===== src/rtl/calu_pkg.sv =====
// Shared definitions for the 8/16-bit CPU ALU: operation codes, flag bit
// positions and the result bundle passed from the core to the top level.
// No dependencies.
`timescale 1ns / 1ps

package calu_pkg;

  localparam int ModeW = 5;
  localparam int DataW = 16;
  localparam int FlagW = 4;

  localparam logic [ModeW-1:0] MODE_ADD   = 5'd0;
  localparam logic [ModeW-1:0] MODE_ADC   = 5'd1;
  localparam logic [ModeW-1:0] MODE_SUB   = 5'd2;
  localparam logic [ModeW-1:0] MODE_SBC   = 5'd3;
  localparam logic [ModeW-1:0] MODE_AND   = 5'd4;
  localparam logic [ModeW-1:0] MODE_XOR   = 5'd5;
  localparam logic [ModeW-1:0] MODE_OR    = 5'd6;
  localparam logic [ModeW-1:0] MODE_CP    = 5'd7;
  localparam logic [ModeW-1:0] MODE_INC   = 5'd8;
  localparam logic [ModeW-1:0] MODE_DEC   = 5'd9;
  localparam logic [ModeW-1:0] MODE_DAA   = 5'd10;
  localparam logic [ModeW-1:0] MODE_CPL   = 5'd11;
  localparam logic [ModeW-1:0] MODE_SCF   = 5'd12;
  localparam logic [ModeW-1:0] MODE_CCF   = 5'd13;
  localparam logic [ModeW-1:0] MODE_SWAP  = 5'd14;
  localparam logic [ModeW-1:0] MODE_RLCA  = 5'd15;
  localparam logic [ModeW-1:0] MODE_RLA   = 5'd16;
  localparam logic [ModeW-1:0] MODE_RRCA  = 5'd17;
  localparam logic [ModeW-1:0] MODE_RRA   = 5'd18;
  localparam logic [ModeW-1:0] MODE_SLA   = 5'd19;
  localparam logic [ModeW-1:0] MODE_SRL   = 5'd20;
  localparam logic [ModeW-1:0] MODE_BIT   = 5'd21;
  localparam logic [ModeW-1:0] MODE_SET   = 5'd22;
  localparam logic [ModeW-1:0] MODE_RES   = 5'd23;
  localparam logic [ModeW-1:0] MODE_ADD16 = 5'd24;
  localparam logic [ModeW-1:0] MODE_INC16 = 5'd25;
  localparam logic [ModeW-1:0] MODE_DEC16 = 5'd26;

  // flag register layout
  localparam int FZ = 3;
  localparam int FN = 2;
  localparam int FH = 1;
  localparam int FC = 0;

  typedef struct packed {
    logic [DataW-1:0] value;
    logic [FlagW-1:0] flags;
    logic             writes_back;
  } alu_res_t;

endpackage


===== src/rtl/cpu_alu_with_flags.sv =====
// Top level of the CPU ALU: input register, held flag register and result
// register around calu_core. Depends on calu_pkg and calu_core.
`timescale 1ns / 1ps
//
//  channel  | dir | tdata (low bit up)                          | tuser
//  ---------+-----+---------------------------------------------+-----------
//  s_*      | in  | operand_a[15:0], operand_b[15:0]            | mode[4:0]
//  m_*      | out | result_value[15:0], flags_out[3:0],         | -
//           |     | writes_back, 3 zero bits                    |
//
//  One item per cycle while results are taken; an accepted item goes through
//  the input register, then the result register, before its result is valid.
//  The flag register updates as an item moves into the result register, so
//  the next item in the input register already sees the new flags.
//  Reset clears both valid bits and the flags.
//  A stalled result holds the pipe; the input register still takes an item
//  while it is empty.

module cpu_alu_with_flags (
  input  logic        clk,
  input  logic        rst,
  input  logic        s_tvalid,
  output logic        s_tready,
  input  logic [31:0] s_tdata,   // operand_a[15:0], operand_b[31:16]
  input  logic [4:0]  s_tuser,   // mode[4:0]
  output logic        m_tvalid,
  input  logic        m_tready,
  output logic [23:0] m_tdata    // result_value[15:0], flags_out[19:16],
                                 // writes_back[20], zero[23:21]
);
  import calu_pkg::*;

  logic             in_valid;
  logic [ModeW-1:0] in_mode;
  logic [DataW-1:0] in_a;
  logic [DataW-1:0] in_b;
  logic [FlagW-1:0] flag_bits;
  logic             out_valid;
  alu_res_t         out_res;
  alu_res_t         core_res;
  logic             advance;

  assign advance  = in_valid && (!out_valid || m_tready);
  assign s_tready = !in_valid || advance;

  always_ff @(posedge clk) begin
    if (rst) begin
      in_valid <= 1'b0;
    end else if (s_tready) begin
      in_valid <= s_tvalid;
    end
    if (s_tvalid && s_tready) begin
      in_mode <= s_tuser;
      in_a    <= s_tdata[15:0];
      in_b    <= s_tdata[31:16];
    end
  end

  calu_core u_core (
    .mode      (in_mode),
    .operand_a (in_a),
    .operand_b (in_b),
    .flags_in  (flag_bits),
    .res       (core_res)
  );

  always_ff @(posedge clk) begin
    if (rst) begin
      out_valid <= 1'b0;
      flag_bits <= '0;
    end else begin
      if (advance) begin
        out_valid <= 1'b1;
        flag_bits <= core_res.flags;
      end else if (m_tready) begin
        out_valid <= 1'b0;
      end
    end
    if (advance) out_res <= core_res;
  end

  assign m_tvalid = out_valid;
  assign m_tdata  = {3'b000, out_res.writes_back, out_res.flags, out_res.value};

`ifndef SYNTHESIS
  a_flags_hold: assert property (@(posedge clk) disable iff (rst)
    !advance |=> $stable(flag_bits))
    else $error("flag register changed without an item moving");

  a_flags_match: assert property (@(posedge clk) disable iff (rst)
    out_valid |-> (out_res.flags == flag_bits))
    else $error("held flags differ from the pending result flags");

  a_reset_empty: assert property (@(posedge clk)
    rst |=> (!in_valid && !out_valid && flag_bits == 4'd0))
    else $error("pipe not empty after reset");
`endif

endmodule


===== src/rtl/calu_core.sv =====
// Combinational ALU datapath: one operation on registered operands and the
// held flags. Depends on calu_pkg.
`timescale 1ns / 1ps

module calu_core (
  input  logic [calu_pkg::ModeW-1:0] mode,
  input  logic [calu_pkg::DataW-1:0] operand_a,
  input  logic [calu_pkg::DataW-1:0] operand_b,
  input  logic [calu_pkg::FlagW-1:0] flags_in,
  output calu_pkg::alu_res_t         res
);
  import calu_pkg::*;

  logic [7:0]  a;
  logic [7:0]  b;
  logic        cin;
  logic        cuse;
  logic [8:0]  sum8;
  logic [4:0]  sum4;
  logic [8:0]  dif8;
  logic [4:0]  dif4;
  logic [7:0]  bmask;
  logic [16:0] sum16;
  logic [12:0] sum12;
  logic [7:0]  daa_hi;
  logic [7:0]  daa_r;
  logic        daa_c;
  logic [7:0]  r8;
  logic [15:0] r16;
  logic        use16;
  logic [3:0]  nf;
  logic        wr;

  assign a     = operand_a[7:0];
  assign b     = operand_b[7:0];
  assign cin   = flags_in[FC];
  assign cuse  = (mode == MODE_ADC || mode == MODE_SBC) ? cin : 1'b0;
  assign sum8  = {1'b0, a} + {1'b0, b} + {8'd0, cuse};
  assign sum4  = {1'b0, a[3:0]} + {1'b0, b[3:0]} + {4'd0, cuse};
  assign dif8  = {1'b0, a} - {1'b0, b} - {8'd0, cuse};
  assign dif4  = {1'b0, a[3:0]} - {1'b0, b[3:0]} - {4'd0, cuse};
  assign bmask = 8'd1 << operand_b[2:0];
  assign sum16 = {1'b0, operand_a} + {1'b0, operand_b};
  assign sum12 = {1'b0, operand_a[11:0]} + {1'b0, operand_b[11:0]};

  // decimal adjust: high correction first, then low nibble
  always_comb begin
    daa_c  = cin;
    daa_hi = a;
    daa_r  = a;
    if (!flags_in[FN]) begin
      if (cin || a > 8'h99) begin
        daa_hi = a + 8'h60;
        daa_c  = 1'b1;
      end
      if (flags_in[FH] || daa_hi[3:0] > 4'd9) daa_r = daa_hi + 8'h06;
      else                                     daa_r = daa_hi;
    end else begin
      if (cin) daa_hi = a - 8'h60;
      if (flags_in[FH]) daa_r = daa_hi - 8'h06;
      else              daa_r = daa_hi;
    end
  end

  always_comb begin
    r8    = 8'd0;
    r16   = 16'd0;
    use16 = 1'b0;
    nf    = flags_in;
    wr    = 1'b1;
    unique case (mode)
      MODE_ADD, MODE_ADC: begin
        r8 = sum8[7:0];
        nf = {sum8[7:0] == 8'd0, 1'b0, sum4[4], sum8[8]};
      end
      MODE_SUB, MODE_SBC, MODE_CP: begin
        r8 = dif8[7:0];
        nf = {dif8[7:0] == 8'd0, 1'b1, dif4[4], dif8[8]};
        if (mode == MODE_CP) wr = 1'b0;
      end
      MODE_AND: begin
        r8 = a & b;
        nf = {(a & b) == 8'd0, 1'b0, 1'b1, 1'b0};
      end
      MODE_XOR: begin
        r8 = a ^ b;
        nf = {(a ^ b) == 8'd0, 3'b000};
      end
      MODE_OR: begin
        r8 = a | b;
        nf = {(a | b) == 8'd0, 3'b000};
      end
      MODE_INC: begin
        r8 = a + 8'd1;
        nf = {a == 8'hFF, 1'b0, a[3:0] == 4'hF, cin};
      end
      MODE_DEC: begin
        r8 = a - 8'd1;
        nf = {a == 8'h01, 1'b1, a[3:0] == 4'h0, cin};
      end
      MODE_DAA: begin
        r8 = daa_r;
        nf = {daa_r == 8'd0, flags_in[FN], 1'b0, daa_c};
      end
      MODE_CPL: begin
        r8 = ~a;
        nf = {flags_in[FZ], 1'b1, 1'b1, cin};
      end
      MODE_SCF: begin
        wr = 1'b0;
        nf = {flags_in[FZ], 3'b001};
      end
      MODE_CCF: begin
        wr = 1'b0;
        nf = {flags_in[FZ], 2'b00, ~cin};
      end
      MODE_SWAP: begin
        r8 = {a[3:0], a[7:4]};
        nf = {a == 8'd0, 3'b000};
      end
      MODE_RLCA: begin
        r8 = {a[6:0], a[7]};
        nf = {3'b000, a[7]};
      end
      MODE_RLA: begin
        r8 = {a[6:0], cin};
        nf = {3'b000, a[7]};
      end
      MODE_RRCA: begin
        r8 = {a[0], a[7:1]};
        nf = {3'b000, a[0]};
      end
      MODE_RRA: begin
        r8 = {cin, a[7:1]};
        nf = {3'b000, a[0]};
      end
      MODE_SLA: begin
        r8 = {a[6:0], 1'b0};
        nf = {a[6:0] == 7'd0, 2'b00, a[7]};
      end
      MODE_SRL: begin
        r8 = {1'b0, a[7:1]};
        nf = {a[7:1] == 7'd0, 2'b00, a[0]};
      end
      MODE_BIT: begin
        wr = 1'b0;
        nf = {(a & bmask) == 8'd0, 1'b0, 1'b1, cin};
      end
      MODE_SET: r8 = a | bmask;
      MODE_RES: r8 = a & ~bmask;
      MODE_ADD16: begin
        use16 = 1'b1;
        r16   = sum16[15:0];
        nf    = {flags_in[FZ], 1'b0, sum12[12], sum16[16]};
      end
      MODE_INC16: begin
        use16 = 1'b1;
        r16   = operand_a + 16'd1;
      end
      MODE_DEC16: begin
        use16 = 1'b1;
        r16   = operand_a - 16'd1;
      end
      default: wr = 1'b0;  // unused codes: no operation
    endcase
  end

  assign res.value       = use16 ? r16 : {8'd0, r8};
  assign res.flags       = nf;
  assign res.writes_back = wr;

endmodule


===== config.mk =====
export PLATFORM = sky130hd
export DESIGN_NAME = cpu_alu_with_flags
export DESIGN_NICKNAME = d
export VERILOG_FILES = /design/src/rtl/calu_pkg.sv /design/src/rtl/cpu_alu_with_flags.sv /design/src/rtl/calu_core.sv
export SDC_FILE = /design/constraint.sdc
export NUM_CORES = 1
export LEC_CHECK = 0
export BUFFER_PORTS_ARGS = -buffer_cell sky130_fd_sc_hd__buf_4
export CAP_MARGIN = 20
export CORE_ASPECT_RATIO = 0.8
export CORE_UTILIZATION = 30
export DETAILED_ROUTE_END_ITERATION = 10
export SYNTH_ARGS = -nofsm -noshare
export SYNTH_HDL_FRONTEND = slang
export SYNTH_SLANG_ARGS = --single-unit

===== constraint.sdc =====
create_clock -name clk -period 3.39 [get_ports clk]
set_input_delay 0.678 -clock clk [delete_from_list [all_inputs] [get_ports clk]]
set_output_delay 0.678 -clock clk [all_outputs]
set_load 0.01 [all_outputs]

; After elaboration in Yosys (flattened, before gate mapping)
; Cells that the tools add are included.
[classes]
addsub = 18
mul = 0
div = 0
order_cmp = 2
n_eq_ne = 29
n_shift = 1
mux = 19
bitwise = 9
n_reduce_logical = 28
[ops]
columns = op, n
row1 = 8-bit one-hot mux with 18 select lines, 1
row2 = 4-bit one-hot mux with 18 select lines, 1
row3 = 8-bit logical NOT, 8
row4 = 8-bit 2-to-1 mux, 8
row5 = 5-bit == test (second input constant), 11
row6 = 16-bit one-hot mux with 3 select lines, 1
row7 = 5-bit by 4-bit == test with 1-bit output (second input constant), 8
row8 = 8-bit AND, 3
row9 = 21-bit OR reduction, 1
row10 = 5-bit by 3-bit == test with 1-bit output (second input constant), 4
row11 = 16-bit by 16-bit adder with 17-bit output, 1
row12 = 16-bit by 1-bit adder with 16-bit output (second input constant), 1
row13 = 8-bit inverter, 2
row14 = 8-bit OR, 2
row15 = 16-bit by 1-bit subtractor with 16-bit output (second input constant), 1
row16 = 7-bit logical NOT, 2
row17 = 12-bit by 12-bit adder with 13-bit output, 1
row18 = 5-bit by 2-bit == test with 1-bit output (second input constant), 2
row19 = 8-bit by 8-bit adder with 9-bit output, 1
row20 = 9-bit by 1-bit adder with 9-bit output, 1
row21 = 8-bit by 8-bit subtractor with 9-bit output, 1
row22 = 9-bit by 1-bit subtractor with 9-bit output, 1
row23 = 8-bit by 1-bit adder with 8-bit output (second input constant), 1
row24 = 8-bit by 3-bit adder with 8-bit output (second input constant), 1
row25 = 27 further kinds, 42
[totals]
reg_bits = 64
latchBits = 0
ram_bits = 0
romBits = 0
in_bits = 41
out_inout_bits = 26
word_cells = 116
mem_count = 0

; Depth between registers and ports, before layout
; Gate-level depths: netlist (run 1).
[logic_depth]
ltp_word = 10
ltp_mapped = 14
depth_no_buf = 13

; Hierarchy
; Synthesis (run 1) repeated with hierarchy kept, for this count alone.
[unflattened]
hier_cells = 766
area_unflattened_um2 = 6663.9
[modules_own_cells]
columns = module, n_inst, cells_each, area_each_um2, seq_area_each_um2
row1 = calu_core, 1, 676, 4623.2, 0.0
row2 = cpu_alu_with_flags, 1, 90, 2040.7, 1861.8

; Worst setup path before layout (run 1)
; No wires, ideal clock.
[synth_timing]
kind = reg2reg
start = register in_mode[1]
end = register out_res (netlist bit m_tdata[13]) (data pin)
setup_time_ns = 0.256
t_arrival_ns = 3.160
required_ns = 3.134
setup_slack_ns = -0.026
stages_incl_launch_ff = 13
path_buffers = 2
synth_period_minus_slack_ns = 3.416
path_cell_list = edfxtp_1 > buf_2 > buf_2 > and3b_1 > and2_1 > ha_1 > a211oi_1 > o21a_1 > nor3_1 > o311ai_1 > a21boi_0 > or3_1 > a31o_2
[synth_via]
elab_chain_cells = 3
word_cells_on_any_way = 6
cone_classes = 3 x eq/ne / 2 x mux / 1 x reduce/logical
[synth_lines]
columns = element, line_no
row1 = "start, declared", cpu_alu_with_flags.sv:34  ; logic [ModeW-1:0] in_mode;
row2 = "start signal, assigned", cpu_alu_with_flags.sv:53  ; in_mode <= s_tuser;
row3 = 5-bit == test, calu_core.sv:71  ; unique case (mode)
row4 = 3-bit OR reduction (no line), --
row5 = 1-bit 2-to-1 mux, calu_core.sv:71
row6 = "end signal, assigned", cpu_alu_with_flags.sv:79  ; if (advance) out_res <= core_res;
row7 = "end, declared", cpu_alu_with_flags.sv:39  ; alu_res_t out_res;
; Parallel ways exist; a longest one is shown, timed or not.
; A chain may end at the register's enable or synchronous reset.

; Worst setup path in the final report (run 1)
[layout_timing]
start = register in_mode[4]
end = register flag_bits[3]
[layout_via]
elab_chain_cells = 6
word_cells_on_any_way = 34
cone_classes = 2 x add/sub / 22 x eq/ne / 2 x mux / 8 x reduce/logical
[layout_lines]
columns = element, line_no
row1 = 5-bit by 1-bit == test with 1-bit output / 5-bit by 2-bit == test with 1-bit output (equally long branches), "calu_core.sv:37, calu_core.sv:71"
row2 = 1-bit logical OR, calu_core.sv:37  ; assign cuse = (mode == MODE_ADC || mode == MODE_SBC) ? cin : 1'b0;
row3 = 1-bit 2-to-1 mux, calu_core.sv:37
row4 = 9-bit by 1-bit subtractor with 9-bit output / 9-bit by 1-bit adder with 9-bit output (equally long branches), "calu_core.sv:40, calu_core.sv:38"
row5 = "8-bit logical NOT, on equally long branches", "calu_core.sv:78, calu_core.sv:74"
row6 = 4-bit one-hot mux with 18 select lines *, calu_core.sv:71
row7 = "end signal, assigned", cpu_alu_with_flags.sv:74  ; flag_bits <= core_res.flags;
row8 = "end, declared", cpu_alu_with_flags.sv:37  ; logic [FlagW-1:0] flag_bits;
; Mark *: on every way between the ends. The rest lies on a longest branch, timed or not.

==> results.tsv, run 1 <==
stage	metric	value	unit
status	result of the run	finished clean	
timing	final setup slack of the worst path	0.129	ns
critical_path	data arrival time of the critical path	3.52	ns
clock_tree	clock transition at the register clock pins on the worst setup and hold paths after CTS	0.06	ns
critical_path	type of the setup path with the least slack	register to register	
min_path	HP Class	primary input to register	
timing	total count of max-transition violations in the final report	0	
clock_tree	clock buffer count from CTS	9	
timing	fraction of the cycle the final worst path needs	96.2	%
critical_path	top cell family by delay on the critical path	simple AND/OR/NAND/NOR gates	
timing	total count of hold-check failures in the final report	0	
synthesis	cell taking the most area after synthesis	sky130_fd_sc_hd__edfxtp_1	
run	number of maximum-capacitance violations	0	
power	maximum vdd drop	198	uV
placed_design	routability cong.	1.07	
critical_path	RR Startpoint	in_mode[4]	
die	row count	48	
global_route	number of global-route vias before repair	6159	
critical_path	sequence of cells on the critical path	nor2b_2, nand3_2, fa_2, fa_1, buf_4, xor2_1, nand3_2, or4b_1, nor4_2, nor3_1, buf_4, a311oi_2	
cells_and_area	share of post-route cells with drive strength above 1	20.0	%
die	area inside the core boundary	21700	um2
cells_and_area	Nets	978	
clock_tree	worst-skew pair later-pin latency	0.35	ns
placed_design	placed wire-length estimate	18800	um
timing	Worst Tran Pin Value	0.951	ns
synthesis	register bit count reported by yosys	64	
synthesis	Mapped Area	6720	um2
cells_and_area	filler cell count in the final layout	2271	
synthesis	yosys synthesis warning count	0	
timing	worst relative slew slack	36.6	%
drt	total via count in the routed design	6795	
min_path	depth of the worst hold-timing path	1	
min_path	hold wc startpoint	s_tdata[16]	
critical_path	Worst Setup Start Kind	register	
timing	setup repair after global routing missed its margin	no	
synthesis	synthesized area divided by synthesized cell count	8.61	um2
critical_path	crit path max fanout	3	
critical_path	worst reg2reg setup slack	0.13	ns
clock_tree	CTS H-tree depth	3	
timing	setup total negative slack	0	ns
critical_path	cells on worst reg2reg path	12	
die	Chip Width	169	um
critical_path	Worst setup EP type	register	
die	starting density of the core	30.9	%
synthesis	prevailing post-synth register cell	sky130_fd_sc_hd__edfxtp_1	
timing	worst clock skew	0.0107	ns
placed_design	worst slack after detailed placement	0.0969	ns
clock_tree	Post CTS Setup Buffer Count	0	
clock_tree	buffers from clock root to sink, at most	2	
global_route	Remaining Overflow, GRT	0	
power	Power, Total	2.82	mW
drt	average wire per standard cell	20.7	um
synthesis	number of distinct library cells after synthesis	88	
drt	Detail Route Antenna Nets	0	
drt	total length of routed wires	24300	um
power	leakage dissipation	3.24	nW
clock_tree	TritonCTS sink count	64	
drt	detailed-route vias per instance	5.78	
placed_design	count of buffers inserted at the top-level ports	63	
global_route	global-route wire length before repair	37100	um
synthesis	fraction of post-synthesis cell area in the top cell type by area	25.9	%
critical_path	worst path buffer plus inverter count	2	
drt	DRC violation count after routing	0	
timing	minimum clock period	3.26	ns
clock_tree	CTS tree	yes	
timing	final setup violating endpoints	0	
synthesis	EDFF count, synth	58	
drt	Pre-antenna DRT Iters	5	
global_route	global routing usage summed across all routing layers	21.5	%
die	height of the die	136	um
global_route	antenna violations before repair	0	
cells_and_area	area added between synthesis and finish	21.3	%
clock_tree	quantity of hold-fixing buffers added after cts	0	
drt	DR iter-0 viols	938	
synthesis	dominant cells by area after synthesis	sky130_fd_sc_hd__edfxtp_1 (26%), sky130_fd_sc_hd__ha_1 (11%), sky130_fd_sc_hd__a21oi_1 (4.3%), sky130_fd_sc_hd__xnor2_1 (4.2%), sky130_fd_sc_hd__nor2_1 (3.2%)	
critical_path	required time worst endpoint	3.64	ns
timing	FMAX	307	MHz
cells_and_area	Ant. Diodes	0	
clock_tree	Root Buffer	sky130_fd_sc_hd__clkbuf_16	
power	Power per Cell Area	347	nW/um2
die	Die ar.	23000	um2
synthesis	share of synthesized flip-flops with an asynchronous set or reset	0	%
critical_path	stage delay of the slowest cell on the critical path	0.53	ns
global_route	largest net degree at the start of global routing	38	
critical_path	Critical Path Slowest Stage Cell	sky130_fd_sc_hd__or4b_1	
synthesis	portion of the post-synthesis area used by sequential elements	27.7	%
min_path	capture endpoint of the worst hold path	in_b[0]	
critical_path	worst r2r dst	flag_bits[3]	
die	IO Pins	67	
synthesis	cells after synthesis	780	
how the worst max path moves through the flow:
stage	start	end	slack, ns	cells after the start
detailed placement	in_mode[2]	m_tdata[13]	0.1	11
CTS	in_mode[2]	m_tdata[13]	0.07	11
finish	in_mode[4]	flag_bits[3]	0.13	12
floorplan	in_mode[3]	flag_bits[3]	0.04	12
global route	in_mode[2]	m_tdata[13]	0.01	11
global placement	in_mode[2]	m_tdata[13]	0.19	11
sequential cells by signal (all words and copies together), names as in the netlist:
| register | flops |
|---|---|
| m_tdata | 21 |
| in_a | 16 |
| in_b | 16 |
| in_mode | 5 |
| flag_bits | 4 |
| in_valid | 1 |
| m_tvalid | 1 |
metal layers:
layer / global-route usage (%) / part of all wire [%] / up-vias
met3: 7.48 / 12 / 53
met1: 31.1 / 45 / 3209
li1: - / - / 3128
met2: 29.5 / 39 / 405
met5: 0 / 0 / -
met4: 6.56 / 3.0 / 0
Yosys cell counts (6+ instances only):
master / number
sky130_fd_sc_hd__fa_1: 6
sky130_fd_sc_hd__a21o_1: 10
sky130_fd_sc_hd__a221oi_1: 11
sky130_fd_sc_hd__a31oi_1: 6
sky130_fd_sc_hd__a211oi_1: 15
sky130_fd_sc_hd__xnor2_1: 32
sky130_fd_sc_hd__nand4_1: 16
sky130_fd_sc_hd__buf_2: 10
sky130_fd_sc_hd__mux2i_1: 8
sky130_fd_sc_hd__inv_1: 37
sky130_fd_sc_hd__xor2_1: 20
sky130_fd_sc_hd__nor3_1: 24
sky130_fd_sc_hd__clkbuf_1: 30
sky130_fd_sc_hd__o21ai_0: 37
sky130_fd_sc_hd__o31ai_1: 6
sky130_fd_sc_hd__o211ai_1: 6
sky130_fd_sc_hd__and2_1: 8
sky130_fd_sc_hd__dfxtp_1: 6
sky130_fd_sc_hd__nor4_1: 7
sky130_fd_sc_hd__nand2_1: 56
sky130_fd_sc_hd__o21a_1: 6
sky130_fd_sc_hd__edfxtp_1: 58
sky130_fd_sc_hd__a22oi_1: 10
sky130_fd_sc_hd__nand3_1: 26
sky130_fd_sc_hd__or3_1: 13
sky130_fd_sc_hd__a21oi_1: 58
sky130_fd_sc_hd__nor2b_1: 10
sky130_fd_sc_hd__ha_1: 61
sky130_fd_sc_hd__nor2_1: 57
sky130_fd_sc_hd__o22ai_1: 15
cells in the final DEF, fill, tap and decap left out, types with 7 or more instances in the layout:
cell type                     n
sky130_fd_sc_hd__buf_4      125
sky130_fd_sc_hd__ha_1        61
sky130_fd_sc_hd__a21oi_1     58
sky130_fd_sc_hd__edfxtp_1    58
sky130_fd_sc_hd__nand2_1     56
sky130_fd_sc_hd__nor2_1      55
sky130_fd_sc_hd__inv_1       37
sky130_fd_sc_hd__o21ai_0     35
sky130_fd_sc_hd__xnor2_1     30
sky130_fd_sc_hd__nand3_1     25
sky130_fd_sc_hd__nor3_1      24
sky130_fd_sc_hd__xor2_1      20
sky130_fd_sc_hd__nand4_1     16
sky130_fd_sc_hd__o22ai_1     15
sky130_fd_sc_hd__a211oi_1    14
sky130_fd_sc_hd__or3_1       13
sky130_fd_sc_hd__a221oi_1    11
sky130_fd_sc_hd__a21o_1      10
sky130_fd_sc_hd__a22oi_1     10
sky130_fd_sc_hd__clkbuf_16    9
sky130_fd_sc_hd__nor2b_1      8
sky130_fd_sc_hd__mux2i_1      8
sky130_fd_sc_hd__nor4_1       7
metrics by stage:
stage	cell area [um2]	instances	util (%)	hold slack [ns]
3_3_place_gp	7820	1159	36.0	0.493
3_5_place_dp	7820	1159	36.0	0.505
6_report	8140	1175	37.5	0.501
5_1_grt	8140	1175	37.5	0.494
4_1_cts	8100	1175	37.3	0.491
2_1_floorplan	6720	782	-	0.478
what timing repair did:
item | in CTS | in global routing
setup endpoints to repair | 0 | 8
hold endpoints to repair | 0 | 0
gates resized for setup | 0 | 12
layout make-up:
type	count	area, um2	share of cell area (%)
Clock buffer	11	233	2.86
Clock inverter	5	47.5	0.584
Inverter	39	146	1.80
Multi-Input combinational cell	631	4540	55.8
Sequential cell	64	1860	22.9
Tap cell	300	375	4.61
Timing Repair Buffer	125	938	11.5
kinds of logic (layout without fill, tap and decap cells):
group / after synthesis / count (layout) / share of synthesized area [%]
other: 1 / 3 / 0.0558
buffers and inverters: 87 / 180 / 5.44
XOR/XNOR: 52 / 52 / 6.78
flip-flops: 64 / 64 / 27.7
AO/OA/AOI/OAI: 240 / 240 / 24.5
adder cells (fa/ha/maj): 67 / 67 / 13.2
multiplexers: 10 / 10 / 1.70
AND/OR/NAND/NOR: 259 / 259 / 20.6
report_power, final:
part           total [mW]  internal (mW)  leakage [nW]  switching [mW]
Clock               0.920          0.562         0.138           0.358
Sequential          0.952          0.922         0.606          0.0309
Combinational       0.952          0.380          2.50           0.572
Total                2.82           1.86          3.24           0.961
Note: power is estimated with default switching activity, not from simulation.
==> inputs of run 2 (changes only) <==
Settings changed: CORE_MARGIN set to 2.
==> results.tsv, run 2 (synthesis gave the netlist of run 1 again) <==
stage	metric	value	unit	change
timing	FMAX	309	MHz	+0.68%
global_route	global-route wire length before repair	36500	um	-1.5%
clock_tree	buffers from clock root to sink, at most	2		unchanged
global_route	global routing usage summed across all routing layers	20.8	%	-0.77 points
clock_tree	Post CTS Setup Buffer Count	0		unchanged
clock_tree	worst-skew pair later-pin latency	0.35	ns	about the same
cells_and_area	most common cell after layout, fill and taps aside	sky130_fd_sc_hd__buf_4		
die	IO Pins	67		unchanged
critical_path	required time worst endpoint	3.45	ns	-0.19 ns
timing	total count of max-transition violations in the final report	0		unchanged
placed_design	placed wire-length estimate	18400	um	-2.1%
timing	total count of hold-check failures in the final report	0		unchanged
timing	Worst Tran Pin Value	1.03	ns	+0.0744 ns
timing	final hold slack	0.497	ns	-0.00322 ns
min_path	HP Class	primary input to register		
drt	Pre-antenna DRT Iters	6		+1
power	maximum vdd drop	200	uV	+1.1%
critical_path	Worst Setup Start Kind	register		
drt	average wire per standard cell	20.7	um	-0.23%
clock_tree	CTS tree	yes		
critical_path	crit path max fanout	8		+5
timing	fraction of the cycle the final worst path needs	95.5	%	-0.65 points
global_route	antenna violations before repair	0		unchanged
die	starting density of the core	30.9	%	unchanged
cells_and_area	area added between synthesis and finish	20.7	%	
drt	total length of routed wires	24100	um	-0.83%
power	Power per Cell Area	351	nW/um2	+1.3%
drt	detailed-route vias per instance	5.75		-0.50%
global_route	largest net degree at the start of global routing	38		unchanged
clock_tree	CTS H-tree depth	3		unchanged
global_route	met1 track demand over resource in global routing	31.4	%	+0.27 points
timing	worst clock skew	0.0102	ns	-0.000468 ns
critical_path	data arrival time of the critical path	3.29	ns	-0.23 ns
cells_and_area	Nets	971		-0.72%
critical_path	type of the setup path with the least slack	register to register		
drt	Detail Route Antenna Nets	0		unchanged
clock_tree	clock buffer count from CTS	9		unchanged
drt	total via count in the routed design	6721		-1.1%
clock_tree	clock transition at the register clock pins on the worst setup and hold paths after CTS	0.06	ns	about the same
global_route	Most Used Layer, Global Route	met1		
run	number of maximum-capacitance violations	0		unchanged
timing	setup repair after global routing missed its margin	no		
placed_design	count of buffers inserted at the top-level ports	63		unchanged
die	Chip Width	171	um	+1.2%
cells_and_area	Ant. Diodes	0		unchanged
critical_path	Worst setup EP type	register		
drt	DRC violation count after routing	0		unchanged
status	result of the run	finished clean		
timing	minimum clock period	3.24	ns	-0.0219 ns
cells_and_area	share of post-route cells with drive strength above 1	19.5	%	-0.53 points
die	row count	48		unchanged
die	height of the die	138	um	+1.5%
global_route	routing usage on met3	5.86	%	-1.6 points
cells_and_area	max reg flops	21		unchanged
timing	worst relative slew slack	29.9	%	-6.7 points
global_route	Global Route met2 Usage	28.4	%	-1.0 points
power	leakage dissipation	3.21	nW	-1.1%
placed_design	routability cong.	1.01		-5.0%
timing	setup total negative slack	0	ns	unchanged
cells_and_area	final standard cell utilization of the core	37.3	%	-0.17 points
die	Die ar.	23600	um2	+2.7%
drt	DR iter-0 viols	792		-16%
global_route	Remaining Overflow, GRT	0		unchanged
cells_and_area	leading cell types in the layout, fill and taps excluded	sky130_fd_sc_hd__buf_4 (118), sky130_fd_sc_hd__ha_1 (61), sky130_fd_sc_hd__a21oi_1 (58), sky130_fd_sc_hd__edfxtp_1 (58)		
clock_tree	Root Buffer	sky130_fd_sc_hd__clkbuf_16		
clock_tree	TritonCTS sink count	64		unchanged
timing	final setup violating endpoints	0		unchanged
critical_path	worst reg2reg setup slack	0.15	ns	+0.02 ns
clock_tree	quantity of hold-fixing buffers added after cts	0		unchanged
die	area inside the core boundary	21700	um2	unchanged
global_route	number of global-route vias before repair	6039		-1.9%
[run 2: changes by cell type in the layout (fill, tap and decap cells not counted), sizes merged]
cell / delta
clkinv: -1
clkinvlp: +2
buf: -7
clkbuf: -1
[run 2: per-stage QoR]
| step | area, um2 | power (mW) | setup slack, ns | cells |
|---|---|---|---|---|
| 2_1_floorplan | 6720 | 1.55 | 0.0439 | 782 |
| 3_3_place_gp | 7770 | 1.87 | 0.0893 | 1152 |
| 3_5_place_dp | 7770 | 1.87 | 0.0595 | 1152 |
| 4_1_cts | 8060 | 2.82 | 0.0447 | 1168 |
| 5_1_grt | 8110 | 2.98 | 0.0206 | 1168 |
| 6_report | 8110 | 2.85 | 0.151 | 1168 |
[run 2: worst max-delay path: stages (launching register included)]
cell and delay, ns:
sky130_fd_sc_hd__edfxtp_1 0.38, sky130_fd_sc_hd__inv_1 0.37, sky130_fd_sc_hd__ha_1 0.41, sky130_fd_sc_hd__a21boi_0 0.43, sky130_fd_sc_hd__nand2_1 0.13, sky130_fd_sc_hd__xnor2_1 0.15, sky130_fd_sc_hd__a22oi_1 0.19, sky130_fd_sc_hd__nand3_1 0.18
sky130_fd_sc_hd__a221oi_1 0.50, sky130_fd_sc_hd__o211ai_1 0.20
[run 2: layout make-up]
type	instances	area (um2)
clock buffers	10	229
clock inverters	6	60.1
repair buffers	118	886
well taps	300	375
fillers	2282	13600
inverters	39	146
flip-flops and latches	64	1860
multi-input cells	631	4550
[run 2: path summary, 6_finish.rpt]
| path | end | startpoint | cells past startpoint |
|---|---|---|---|
| max | m_tdata[5] | in_a[1] | 9 |
| min | in_mode[2] | s_tuser[2] | 1 |
| max reg2reg | m_tdata[5] | in_a[1] | 9 |
| min reg2reg | m_tvalid | in_valid | 2 |
[run 2: report_power, final]
group / switching (mW) / internal (mW)
combinational: 0.570 / 0.379
clock: 0.378 / 0.565
sequential: 0.0341 / 0.921
[run 2: per-layer routing]
metal / routed length [um] / vias to the layer above
met5: 0 / -
met4: 586 / 0
met3: 2850 / 54
met2: 9590 / 395
met1: 11100 / 3155
li1: - / 3117
[run 2: timing repair]
| action | in CTS | in global routing |
|---|---|---|
| gates resized for setup | 0 | 11 |
| hold endpoints to repair | 0 | 0 |
| endpoints found under the setup margin | 0 | 6 |
==> inputs of run 3 (changes only) <==
Settings changed: BUFFER_PORTS_ARGS -buffer_cell sky130_fd_sc_hd__buf_4 to -buffer_cell sky130_fd_sc_hd__buf_2, TNS_END_PERCENT set to 5.
==> results.tsv, run 3 (synthesis gave the netlist of run 1 again) <==
stage	metric	value	unit	change
die	row count	48		unchanged
timing	total count of max-transition violations in the final report	0		unchanged
timing	setup repair after global routing missed its margin	no		
placed_design	placed wire-length estimate	20300	um	+10%
cells_and_area	Nets	984		+1.3%
clock_tree	buffers from clock root to sink, at most	2		unchanged
timing	worst clock skew	0.0116	ns	+0.00135 ns
die	Die ar.	23600	um2	unchanged
critical_path	type of the setup path with the least slack	register to register		
critical_path	data arrival time of the critical path	3.42	ns	+0.13 ns
placed_design	worst slack after detailed placement	-0.135	ns	-0.194 ns
status	result of the run	finished clean		
timing	worst relative slew slack	37.0	%	+7.2 points
global_route	global-route wire length before repair	38400	um	+5.1%
clock_tree	quantity of hold-fixing buffers added after cts	0		unchanged
drt	DRC violation count after routing	0		unchanged
placed_design	routability cong.	1.08		+7.1%
cells_and_area	share of post-route cells with drive strength above 1	20.5	%	+1.1 points
critical_path	top cell family by delay on the critical path	compound AO/OA/AOI/OAI gates		
drt	DR iter-0 viols	783		-1.1%
critical_path	worst path buffer plus inverter count	0		-1
global_route	antenna violations before repair	2		+2
global_route	Remaining Overflow, GRT	0		unchanged
critical_path	Worst setup EP type	register		
clock_tree	worst-skew pair later-pin latency	0.36	ns	about the same
cells_and_area	area of all placed cells without fillers	8050	um2	-0.71%
drt	total length of routed wires	26100	um	+8.2%
timing	fraction of the cycle the final worst path needs	94.5	%	-1.0 points
die	starting density of the core	30.9	%	unchanged
clock_tree	CTS H-tree depth	3		unchanged
power	leakage dissipation	3.21	nW	+0.14%
critical_path	Worst Setup Start Kind	register		
power	Power per Cell Area	356	nW/um2	+1.3%
global_route	number of global-route vias before repair	6186		+2.4%
power	maximum vdd drop	245	uV	+23%
clock_tree	Post CTS Setup Buffer Count	0		unchanged
global_route	largest net degree at the start of global routing	38		unchanged
critical_path	crit path max fanout	3		-5
clock_tree	clock buffer count from CTS	9		unchanged
cells_and_area	area added between synthesis and finish	19.8	%	
clock_tree	clock transition at the register clock pins on the worst setup and hold paths after CTS	0.06	ns	about the same
drt	total via count in the routed design	6738		+0.25%
clock_tree	Root Buffer	sky130_fd_sc_hd__clkbuf_16		
cells_and_area	most common cell after layout, fill and taps aside	sky130_fd_sc_hd__buf_4		
run	number of maximum-capacitance violations	0		unchanged
die	area inside the core boundary	21700	um2	unchanged
critical_path	sequence of cells on the critical path	nor2b_2, nand3_2, fa_2, fa_1, o21a_1, nor2_2, o21ai_1, a31oi_1, xor2_1, a211oi_1, a311oi_2		
cells_and_area	max reg flops	21		unchanged
critical_path	stage delay of the slowest cell on the critical path	0.48	ns	-0.02 ns
placed_design	standard cell area after detailed placement	7720	um2	-0.61%
drt	detailed-route vias per instance	5.70		-1.0%
timing	minimum clock period	3.20	ns	-0.0348 ns
global_route	global routing usage summed across all routing layers	22.4	%	+1.6 points
die	Chip Width	171	um	unchanged
clock_tree	CTS tree	yes		
timing	total count of hold-check failures in the final report	0		unchanged
critical_path	required time worst endpoint	3.61	ns	+0.16 ns
min_path	HP Class	primary input to register		
drt	average wire per standard cell	22.1	um	+6.8%
die	IO Pins	67		unchanged
drt	Pre-antenna DRT Iters	7		+1
timing	final hold slack	0.493	ns	-0.00447 ns
die	height of the die	138	um	unchanged
timing	FMAX	312	MHz	+1.1%
timing	final setup slack of the worst path	0.186	ns	+0.0348 ns
timing	final setup violating endpoints	0		unchanged
critical_path	Critical Path Slowest Stage Cell	sky130_fd_sc_hd__a311oi_2		
clock_tree	TritonCTS sink count	64		unchanged
timing	Worst Tran Pin Value	0.936	ns	-0.0892 ns
drt	Detail Route Antenna Nets	0		unchanged
cells_and_area	leading cell types in the layout, fill and taps excluded	sky130_fd_sc_hd__buf_4 (67), sky130_fd_sc_hd__buf_2 (63), sky130_fd_sc_hd__ha_1 (61)		
placed_design	count of buffers inserted at the top-level ports	63		unchanged
## run 3: cell count changes in the layout (fill, tap and decap cells not counted), sizes merged
cell,previous run,this run
clkinv,5,7
clkbuf,10,9
buf,118,131
diode,0,2
clkinvlp,2,1
## run 3: power by group
part | leakage (nW) | internal [mW] | switching, mW
clock | 0.138 | 0.562 | 0.389
combinational | 2.47 | 0.370 | 0.590
sequential | 0.606 | 0.921 | 0.0325
## run 3: through the flow
step | power [mW] | std cells | util (%) | TNS [ns]
2_1_floorplan | 1.55 | 782 | - | 0
3_3_place_gp | 1.89 | 1165 | 35.5 | -0.118
3_5_place_dp | 1.89 | 1165 | 35.5 | -0.183
4_1_cts | 2.85 | 1181 | 36.9 | 0
5_1_grt | 2.98 | 1183 | 37.0 | 0
6_report | 2.86 | 1183 | 37.0 | 0
## run 3: worst paths after layout
path              startpoint            to  cells past startpoint  slack [ns]
setup / recovery  in_mode[4]  flag_bits[0]                     11        0.19
hold / removal    s_tuser[3]    in_mode[3]                      1        0.49
setup reg to reg  in_mode[4]  flag_bits[0]                     11        0.19
hold reg to reg     in_valid      m_tvalid                      2        0.51
## run 3: repair_timing
action | in CTS | in global routing
pin swaps | 1 | 4
gates cloned | 0 | 0
endpoints found under the setup margin | 2 | 7
resized for setup | 2 | 10
## run 3: cell type report
cell class | count | area (um2)
Clock inverter | 7 | 62.6
Fill cell | 2267 | 13700
Sequential cell | 64 | 1860
Timing Repair Buffer | 131 | 838
Multi-Input combinational cell | 631 | 4530
Clock buffer | 9 | 225
Antenna cell | 2 | 5.00
Inverter | 39 | 146
Tap cell | 300 | 375
## run 3: metal layers
metal,share of wire [%],global-route usage [%],vias up
li1,-,-,3145
met1,47,32.6,3179
met2,39,30.2,361
met3,11,7.10,51
met4,3.0,8.24,2
met5,0.050,2.83,-
